===== config.mk =====
export PLATFORM = sky130hd
export DESIGN_NAME = ipd_frame_deframer
export DESIGN_NICKNAME = d
export VERILOG_FILES = /design/src/hdl/ipdd_pkg.sv /design/src/hdl/ipdd_in_stage.sv /design/src/hdl/ipdd_core.sv /design/src/hdl/ipdd_out_stage.sv /design/src/hdl/ipd_frame_deframer.sv
export SDC_FILE = /design/constraint.sdc
export NUM_CORES = 1
export LEC_CHECK = 0
export ABC_AREA = 1
export BUFFER_PORTS_ARGS = -buffer_cell sky130_fd_sc_hd__buf_4
export CORE_ASPECT_RATIO = 1.5
export CORE_UTILIZATION = 25
export CTS_CLUSTER_SIZE = 16
export DETAILED_ROUTE_END_ITERATION = 7
export PLACE_DENSITY = 0.41
export SLEW_MARGIN = 5
export SYNTH_ARGS = -nofsm -noshare
export SYNTH_HDL_FRONTEND = slang
export SYNTH_SLANG_ARGS = --single-unit

===== constraint.sdc =====
create_clock -name clk_i -period 6.2 [get_ports clk_i]
set_input_delay 1.55 -clock clk_i [delete_from_list [all_inputs] [get_ports clk_i]]
set_output_delay 1.55 -clock clk_i [all_outputs]
set_load 0.01 [all_outputs]

===== src/hdl/ipdd_pkg.sv =====
// ----------------------------------------------------------------------------
// ipdd_pkg: shared types and constants of the IPD frame deframer
// Character codes, header and length sizes, parser state encodings and the
// item and result records passed between the deframer stages.
// ----------------------------------------------------------------------------
package ipdd_pkg;

  // sizes
  localparam int unsigned LEN_BITS   = 16;
  localparam int unsigned HC_W       = 5;
  localparam int unsigned POS_W      = 3;
  localparam int unsigned PREFIX_LEN = 5;

  localparam logic [HC_W-1:0]     HEADER_MAX = HC_W'(23);
  localparam logic [LEN_BITS-1:0] LEN_MAX    = {LEN_BITS{1'b1}};
  localparam logic [POS_W-1:0]    PREFIX_END = POS_W'(PREFIX_LEN);
  localparam logic [POS_W-1:0]    POS_LAST   = POS_W'(PREFIX_LEN - 1);

  // character codes
  localparam logic [7:0] CH_NUL   = 8'h00;
  localparam logic [7:0] CH_TAB   = 8'h09;
  localparam logic [7:0] CH_CR    = 8'h0d;
  localparam logic [7:0] CH_SPACE = 8'h20;
  localparam logic [7:0] CH_PLUS  = 8'h2b;
  localparam logic [7:0] CH_COMMA = 8'h2c;
  localparam logic [7:0] CH_MINUS = 8'h2d;
  localparam logic [7:0] CH_ZERO  = 8'h30;
  localparam logic [7:0] CH_NINE  = 8'h39;
  localparam logic [7:0] CH_COLON = 8'h3a;
  localparam logic [7:0] CH_UP_I  = 8'h49;
  localparam logic [7:0] CH_UP_D  = 8'h44;
  localparam logic [7:0] CH_UP_P  = 8'h50;

  // frame phase, one-hot
  typedef enum logic [2:0] {
    PH_HUNT = 3'b001,
    PH_HEAD = 3'b010,
    PH_PAY  = 3'b100
  } phase_e;

  // length field parse state, one-hot
  typedef enum logic [5:0] {
    FL_SKIP       = 6'b000001,
    FL_DIGITS     = 6'b000010,
    FL_DONE       = 6'b000100,
    FL_NEG        = 6'b001000,
    FL_FROZEN     = 6'b010000,
    FL_FROZEN_NEG = 6'b100000
  } flags_e;

  typedef enum logic [1:0] {
    ERR_NONE    = 2'd0,
    ERR_LENGTH  = 2'd1,
    ERR_TIMEOUT = 2'd2
  } err_e;

  typedef struct packed {
    logic [7:0] rx_byte;
    logic       timed_out;
  } item_t;

  typedef struct packed {
    logic       payload_valid;
    logic [7:0] payload_byte;
    logic       last_of_frame;
    err_e       error_code;
  } result_t;

  // expected character at a given prefix position
  function automatic logic [7:0] prefix_char(input logic [POS_W-1:0] pos);
    logic [7:0] ch;
    case (pos)
      POS_W'(0): ch = CH_PLUS;
      POS_W'(1): ch = CH_UP_I;
      POS_W'(2): ch = CH_UP_P;
      POS_W'(3): ch = CH_UP_D;
      default:   ch = CH_COMMA;
    endcase
    return ch;
  endfunction

  // white space as the C library sees it
  function automatic logic is_space(input logic [7:0] ch);
    return (ch == CH_SPACE) || ((ch >= CH_TAB) && (ch <= CH_CR));
  endfunction

endpackage


===== src/hdl/ipdd_in_stage.sv =====
// ----------------------------------------------------------------------------
// ipdd_in_stage: input register of the deframer
// Captures one received byte request and holds it until the parser takes it.
// ----------------------------------------------------------------------------
module ipdd_in_stage import ipdd_pkg::*; (
  input  logic  clk_i,
  input  logic  rst_ni,
  input  logic  valid_i,
  output logic  ready_o,
  input  item_t item_i,
  output logic  valid_o,
  input  logic  take_i,
  output item_t item_o
);

  logic  vld_q;
  item_t item_q;

  // free when empty or drained this cycle
  assign ready_o = !vld_q || take_i;

  // occupancy
  always_ff @(posedge clk_i or negedge rst_ni) begin
    if (!rst_ni) begin
      vld_q <= 1'b0;
    end else if (ready_o) begin
      vld_q <= valid_i;
    end
  end

  // payload
  always_ff @(posedge clk_i) begin
    if (ready_o && valid_i) begin
      item_q <= item_i;
    end
  end

  assign valid_o = vld_q;
  assign item_o  = item_q;

endmodule


===== src/hdl/ipdd_core.sv =====
// ----------------------------------------------------------------------------
// ipdd_core: frame parser state and per-byte step logic
// Prefix hunt, header length parsing and payload counting, one byte per step.
// ----------------------------------------------------------------------------
module ipdd_core import ipdd_pkg::*; (
  input  logic    clk_i,
  input  logic    rst_ni,
  input  logic    step_i,
  input  item_t   item_i,
  output logic    res_vld_o,
  output result_t res_o
);

  phase_e              phase_q, phase_d;
  logic [POS_W-1:0]    pos_q, pos_d;
  logic [HC_W-1:0]     hc_q, hc_d;
  logic [LEN_BITS-1:0] acc_q, acc_d;
  flags_e              flags_q, flags_d;
  logic [LEN_BITS-1:0] rem_q, rem_d;

  logic [7:0]          ch;
  logic                is_digit;
  logic [LEN_BITS+3:0] acc_ext;
  logic [LEN_BITS+3:0] mul_sum;
  logic [LEN_BITS-1:0] acc_sat;
  logic [HC_W-1:0]     hc_inc;
  logic [LEN_BITS-1:0] rem_dec;
  logic [POS_W-1:0]    pos_norm;
  logic                do_hunt;
  logic                hdr_end;

  assign ch       = item_i.rx_byte;
  assign is_digit = (ch >= CH_ZERO) && (ch <= CH_NINE);

  // decimal accumulate with saturation: acc * 10 + digit
  assign acc_ext = {4'b0000, acc_q};
  assign mul_sum = (acc_ext << 3) + (acc_ext << 1) + {{LEN_BITS{1'b0}}, ch[3:0]};
  assign acc_sat = (mul_sum > {4'b0000, LEN_MAX}) ? LEN_MAX : mul_sum[LEN_BITS-1:0];

  assign hc_inc   = hc_q + 1'b1;
  assign rem_dec  = rem_q - 1'b1;
  assign pos_norm = (pos_q > POS_LAST) ? '0 : pos_q;

  // next state and result for the byte at the input register
  always_comb begin
    phase_d   = phase_q;
    pos_d     = pos_q;
    hc_d      = hc_q;
    acc_d     = acc_q;
    flags_d   = flags_q;
    rem_d     = rem_q;
    res_vld_o = 1'b0;
    res_o     = '{payload_valid: 1'b0, payload_byte: 8'h00, last_of_frame: 1'b0,
                  error_code: ERR_NONE};
    do_hunt   = 1'b0;
    hdr_end   = 1'b0;

    case (phase_q)
      PH_PAY: begin
        if (rem_q == '0) begin
          do_hunt = 1'b1;
        end else if (item_i.timed_out) begin
          res_vld_o        = 1'b1;
          res_o.error_code = ERR_TIMEOUT;
        end else begin
          rem_d               = rem_dec;
          res_vld_o           = 1'b1;
          res_o.payload_valid = 1'b1;
          res_o.payload_byte  = ch;
          if (rem_dec == '0) begin
            phase_d             = PH_HUNT;
            pos_d               = '0;
            res_o.last_of_frame = 1'b1;
          end
        end
      end

      PH_HEAD: begin
        if (item_i.timed_out) begin
          phase_d          = PH_HUNT;
          pos_d            = '0;
          res_vld_o        = 1'b1;
          res_o.error_code = ERR_TIMEOUT;
        end else begin
          if (ch == CH_COLON) begin
            hdr_end = 1'b1;
          end else begin
            // length field parse
            if ((flags_q == FL_FROZEN) || (flags_q == FL_FROZEN_NEG)) begin
              flags_d = flags_q;
            end else if (ch == CH_NUL) begin
              flags_d = (flags_q == FL_NEG) ? FL_FROZEN_NEG : FL_FROZEN;
            end else if (ch == CH_COMMA) begin
              acc_d   = '0;
              flags_d = FL_SKIP;
            end else begin
              case (flags_q)
                FL_SKIP: begin
                  if (is_space(ch)) begin
                    flags_d = FL_SKIP;
                  end else if (ch == CH_MINUS) begin
                    flags_d = FL_NEG;
                  end else if (ch == CH_PLUS) begin
                    flags_d = FL_DIGITS;
                  end else if (is_digit) begin
                    acc_d   = acc_sat;
                    flags_d = FL_DIGITS;
                  end else begin
                    flags_d = FL_DONE;
                  end
                end
                FL_DIGITS: begin
                  if (is_digit) begin
                    acc_d = acc_sat;
                  end else begin
                    flags_d = FL_DONE;
                  end
                end
                default: flags_d = flags_q;
              endcase
            end
            hc_d    = hc_inc;
            hdr_end = (hc_inc >= HEADER_MAX);
          end

          // header done: check length, then open the payload
          if (hdr_end) begin
            if ((flags_d == FL_NEG) || (flags_d == FL_FROZEN_NEG) || (acc_d == '0)) begin
              phase_d          = PH_HUNT;
              pos_d            = '0;
              res_vld_o        = 1'b1;
              res_o.error_code = ERR_LENGTH;
            end else begin
              rem_d   = acc_d;
              phase_d = PH_PAY;
            end
          end
        end
      end

      default: do_hunt = 1'b1;
    endcase

    // prefix hunt, restarting on a plus sign
    if (do_hunt) begin
      phase_d = PH_HUNT;
      if (item_i.timed_out) begin
        pos_d            = '0;
        res_vld_o        = 1'b1;
        res_o.error_code = ERR_TIMEOUT;
      end else if (ch == prefix_char(pos_norm)) begin
        if ((pos_norm + 1'b1) == PREFIX_END) begin
          pos_d   = '0;
          phase_d = PH_HEAD;
          hc_d    = '0;
          acc_d   = '0;
          flags_d = FL_SKIP;
        end else begin
          pos_d = pos_norm + 1'b1;
        end
      end else begin
        pos_d = (ch == CH_PLUS) ? POS_W'(1) : '0;
      end
    end
  end

  // parser state
  always_ff @(posedge clk_i or negedge rst_ni) begin
    if (!rst_ni) begin
      phase_q <= PH_HUNT;
      pos_q   <= '0;
      hc_q    <= '0;
      acc_q   <= '0;
      flags_q <= FL_SKIP;
      rem_q   <= '0;
    end else if (step_i) begin
      phase_q <= phase_d;
      pos_q   <= pos_d;
      hc_q    <= hc_d;
      acc_q   <= acc_d;
      flags_q <= flags_d;
      rem_q   <= rem_d;
    end
  end

  // checks
  a_pay_count_live: assert property (@(posedge clk_i) disable iff (!rst_ni)
    (phase_q == PH_PAY) |-> (rem_q != '0))
    else $error("payload phase with zero count");

  a_last_in_pay: assert property (@(posedge clk_i) disable iff (!rst_ni)
    (res_vld_o && res_o.last_of_frame) |-> (res_o.payload_valid && (phase_q == PH_PAY)))
    else $error("frame end outside payload");

  a_last_to_hunt: assert property (@(posedge clk_i) disable iff (!rst_ni)
    (step_i && res_vld_o && res_o.last_of_frame) |=> (phase_q == PH_HUNT))
    else $error("no return to hunt after frame end");

  a_timeout_reported: assert property (@(posedge clk_i) disable iff (!rst_ni)
    item_i.timed_out |-> (res_vld_o && (res_o.error_code == ERR_TIMEOUT)))
    else $error("timeout not reported");

  a_payload_no_error: assert property (@(posedge clk_i) disable iff (!rst_ni)
    (res_vld_o && res_o.payload_valid) |-> (res_o.error_code == ERR_NONE))
    else $error("payload byte carries an error");

endmodule


===== src/hdl/ipdd_out_stage.sv =====
// ----------------------------------------------------------------------------
// ipdd_out_stage: result register of the deframer
// Holds one result request until the downstream side takes it.
// ----------------------------------------------------------------------------
module ipdd_out_stage import ipdd_pkg::*; (
  input  logic    clk_i,
  input  logic    rst_ni,
  input  logic    load_i,
  input  result_t res_i,
  output logic    free_o,
  output logic    valid_o,
  input  logic    ready_i,
  output result_t res_o
);

  logic    vld_q;
  result_t res_q;

  // room when empty or draining this cycle
  assign free_o = !vld_q || ready_i;

  // occupancy
  always_ff @(posedge clk_i or negedge rst_ni) begin
    if (!rst_ni) begin
      vld_q <= 1'b0;
    end else if (free_o) begin
      vld_q <= load_i;
    end
  end

  // payload
  always_ff @(posedge clk_i) begin
    if (free_o && load_i) begin
      res_q <= res_i;
    end
  end

  assign valid_o = vld_q;
  assign res_o   = res_q;

endmodule


===== src/hdl/ipd_frame_deframer.sv =====
// ----------------------------------------------------------------------------
// ipd_frame_deframer: IPD frame deframer top level
// Hunts for the +IPD, prefix in received bytes, parses the header length and
// passes the counted payload bytes through, reporting length and timeout
// errors.
// ----------------------------------------------------------------------------
//  channel  | dir | tdata            | tuser                              | tlast
//  s_axis   | in  | [7:0] rx_byte    | [0] timed_out                      | -
//  m_axis   | out | [7:0] payload_b. | [0] payload_valid, [2:1] error_code| last_of_frame
//
//  one byte per cycle sustained while the result side takes results; input and
//  result are registered, with the single parser step between the two registers
//  bytes that give no result (hunt, header) never wait for the result side
//  a stalled result blocks the parser only when the next byte has a result
//  asynchronous active-low reset returns to prefix hunt with empty registers
// ----------------------------------------------------------------------------
module ipd_frame_deframer import ipdd_pkg::*; (
  input  logic       clk_i,
  input  logic       rst_ni,
  input  logic       s_axis_tvalid,
  output logic       s_axis_tready,
  input  logic [7:0] s_axis_tdata,   // [7:0] rx_byte
  input  logic       s_axis_tuser,   // [0] timed_out
  output logic       m_axis_tvalid,
  input  logic       m_axis_tready,
  output logic [7:0] m_axis_tdata,   // [7:0] payload_byte
  output logic [2:0] m_axis_tuser,   // [0] payload_valid, [2:1] error_code
  output logic       m_axis_tlast    // last_of_frame
);

  item_t   in_item;
  item_t   cur_item;
  logic    cur_vld;
  logic    step;
  logic    res_vld;
  result_t res;
  logic    out_free;
  result_t out_res;

  assign in_item = '{rx_byte: s_axis_tdata, timed_out: s_axis_tuser};

  // a byte steps when its result, if any, has room
  assign step = cur_vld && (!res_vld || out_free);

  ipdd_in_stage u_in (
    .clk_i   (clk_i),
    .rst_ni  (rst_ni),
    .valid_i (s_axis_tvalid),
    .ready_o (s_axis_tready),
    .item_i  (in_item),
    .valid_o (cur_vld),
    .take_i  (step),
    .item_o  (cur_item)
  );

  ipdd_core u_core (
    .clk_i     (clk_i),
    .rst_ni    (rst_ni),
    .step_i    (step),
    .item_i    (cur_item),
    .res_vld_o (res_vld),
    .res_o     (res)
  );

  ipdd_out_stage u_out (
    .clk_i   (clk_i),
    .rst_ni  (rst_ni),
    .load_i  (step && res_vld),
    .res_i   (res),
    .free_o  (out_free),
    .valid_o (m_axis_tvalid),
    .ready_i (m_axis_tready),
    .res_o   (out_res)
  );

  // result fields onto the stream
  assign m_axis_tdata = out_res.payload_byte;
  assign m_axis_tuser = {out_res.error_code, out_res.payload_valid};
  assign m_axis_tlast = out_res.last_of_frame;

endmodule

==> results.yml <==
status:
  status: "finished clean"
placed_design:
  port_buffers: 26
  place_inst: 1364
  dpl.hpwl_um: 17200
  place_congestion: 0.846
  dp_slack_ns: 0.459
timing:
  fin_tns_setup_ns: 0
  finalWorstSetupSlack_ns: 0.372
  worstMarginPinSlew_ns: 0.804
  fmaxAchievable_mhz: 172
  drv_slew: 0
  setup_viol: 0
  fin_crit_ns: 5.83
  slew_headroom_pct: 46.2
  hold_viol: 0
  clock_skew_ns: 0.0114
  rsz0062_at_grt: "no"
  post-route-period-util_pct: 94.0
global_routing:
  antenna_found_initial: 0
  grt_usage_pct: 17.5
  grt_pass1_vias: 6661
  grt-ovfl-total: 0
  grt_pass1_wl_um: 36200
  grt_max_degree: 52
synthesis:
  synth_edf_count: 21
  synth_area_per_cell_um2: 6.43
  synth_ff_type: "dfrtp_1"
  synthAdderAreaFrac_pct: 8.60
  ys_seq_elements: 72
  ys_seq_area_share_pct: 29.0
  synth_top_family_by_area: "simple AND/OR/NAND/NOR gates"
  syn_nets: 1080
  synthCells: 1023
  synth_compound_area_share_pct: 14.5
  synth_mux_area_share_pct: 0
  synthSimpleGateAreaFrac_pct: 33.8
  netlist_area_um2: 6580
  yosysWarningCount: 0
  yosys.cell_types.count: 42
  postSynth.asyncResetShare_pct: 70.8
  synth-xor-area-share_pct: 4.00
layout:
  post-route-util_pct: 29.0
  num_antenna_cells: 0
  layout_common_cells: "nand2_1 (326), inv_1 (125), nor2_1 (92)"
  final_common_cell: "nand2_1"
  layout-drive-gt1-share_pct: 8.07
  layout.nets: 1105
  instances_no_fill: 1386
  area_delta_synth_final_pct: 14.0
clocking:
  clockRootBuffer: "clkbuf_16"
  clock-sinks: 72
  cts_tree: "done"
  clock_latency_ns: 0.37
  clockBufferDepth: 2
  h-tree-depth: 3
  numCtsBuffers: 9
  clk_pin_slew_ns: 0.06
  holdBufCountCts: 0
die:
  die_area_um2: 27000
  core_area_um2: 25900
  fp.dieH_um: 201
  pin_count: 27
  initial_core_util_pct: 25.4
  die_w_um: 134
  num_rows: 72
run:
  drv_cap: 0
critical_path:
  startpoint_type: "register"
  path_class: "reg2out"
  cp-end-kind: "primary output"
  cp.arrival_ns: 4.28
  critPathMaxFanout: 9
  required_ns: 4.65
drt:
  avgRoutedWirePerCell_um: 16.1
  drc: 0
  postRouteAntennaNets: 0
  dr.pass1.iters: 4
  vias: 6574
  totalWireLength_um: 22300
  via_per_inst: 4.74
  initialDrtViolationCount: 280
pwr:
  p_leak_nw: 3.75
  ir_worst_vdd_mv: 0.126
  powerDensity_nw_per_um2: 273
worst_hold_path:
  hp-class: "reg2reg"
[metrics by stage]
step	hold WS (ns)	total power, mW	instance area (um^2)
CTS	0.475	2.04	7420
floorplan	0.442	1.19	6580
finish	0.476	2.05	7490
global route	0.533	2.21	7490
detailed placement	0.458	1.47	7120
global placement	0.456	1.49	7120
[layout make-up]
cell class | count | area (um^2)
timing repair buffer | 41 | 324
sequential | 72 | 1910
multi-input combinational | 785 | 4020
clock inverter | 7 | 72.6
fill | 2882 | 18400
inverter | 139 | 522
clock buffer | 9 | 225
tap | 333 | 417
[kinds of logic after synthesis]
logic type	after synthesis
adder cells (fa/ha/maj)	44
buffers and inverters	166
XOR/XNOR	30
AO/OA/AOI/OAI	173
AND/OR/NAND/NOR	538
flip-flops	72
[cells in the mapped netlist, drive strengths merged, types with 3 or more instances]
cell    instances  share of area [%]
nor3           16                1.2
clkinv          5               0.29
nor2           96                5.6
dfrtp          49                 19
nand2         331                 19
clkbuf         12               0.72
buf            15                1.4
nand4          12                1.1
xor2           16                2.1
xnor2          14                1.9
ha             42                8.0
a21oi          56                4.5
o22ai           3               0.29
edfxtp         21                9.6
nor4            5               0.70
o21ai          87                6.6
nand3b          3               0.34
o211ai         12                1.4
inv           134                7.6
nand3          72                5.5
a31oi           6               0.57
[report_power, final]
group / internal, mW / leakage (nW) / switching, mW / total (mW)
logic: 0.310 / 2.74 / 0.576 / 0.887
registers: 0.534 / 0.878 / 0.0773 / 0.611
clock network: 0.311 / 0.131 / 0.240 / 0.551
[critical path, stage by stage, from the launching register on]
cell and delay, ns:
edfxtp_1 0.43, fa_1 0.55, fa_2 0.42, nand2_1 0.08
nand2_1 0.10, nand3_1 0.10, nand2_1 0.13, nand2_1 0.11
nand2_1 0.05, nand2_1 0.06, nand2_1 0.07, nor2_1 0.14
buf_6 0.17, buf_12 0.12, nand3_1 0.07, nand2_1 0.07
nand2_1 0.05, nand2_1 0.05, nand2_1 0.08, nor2_1 0.12
nand2_1 0.10, nor2_2 0.16, nand2_2 0.11, nand2_1 0.07
nand2_1 0.09, nand2_2 0.12, nand3_1 0.12, buf_4 0.17
[path summary, 6_finish.rpt]
kind | endpoint | slack [ns] | from | cells past startpoint
max | s_axis_tready | 0.37 | u_in.item_o[4]$_DFFE_PP_ | 27
min | u_core.phase_q[1]$_DFFE_PN0P_ | 0.48 | u_core.phase_q[1]$_DFFE_PN0P_ | 2
max reg2reg | u_out.res_o[5]$_SDFFCE_PP0P_ | 1.32 | u_in.item_o[4]$_DFFE_PP_ | 28
min reg2reg | u_core.phase_q[1]$_DFFE_PN0P_ | 0.48 | u_core.phase_q[1]$_DFFE_PN0P_ | 2
max in group asynchronous | u_core.acc_q[2]$_DFFE_PN0N_ | 4.42 | rst_ni | 1
min in group asynchronous | u_core.rem_q[9]$_DFFE_PN0P_ | 1.25 | rst_ni | 1
[metal layers]
metal / share of wire (%) / vias up / GRT usage, %
li1: - / 3366 / -
met1: 41 / 3103 / 19.2
met2: 54 / 76 / 33.2
met3: 2.1 / 29 / 2.35
met4: 2.6 / 0 / 6.66
met5: 0 / - / 0
[what timing repair did]
action,4_1_cts,5_1_grt
setup buffers,0,6
gates resized for setup,0,7
setup endpoints to repair,0,1
[sequential cells by signal, summed over array words and instances (netlist names)]
| register | cells |
|---|---|
| u_in.item_o | 9 |
| u_core.rem_q | 16 |
| u_in.valid_o | 1 |
| u_out.valid_o | 1 |
| u_core.pos_q | 3 |
| u_core.phase_q | 3 |
| u_core.flags_q | 6 |
| u_out.res_o | 12 |
| u_core.hc_q | 5 |
| u_core.acc_q | 16 |
(Power assumes the default switching activity.)
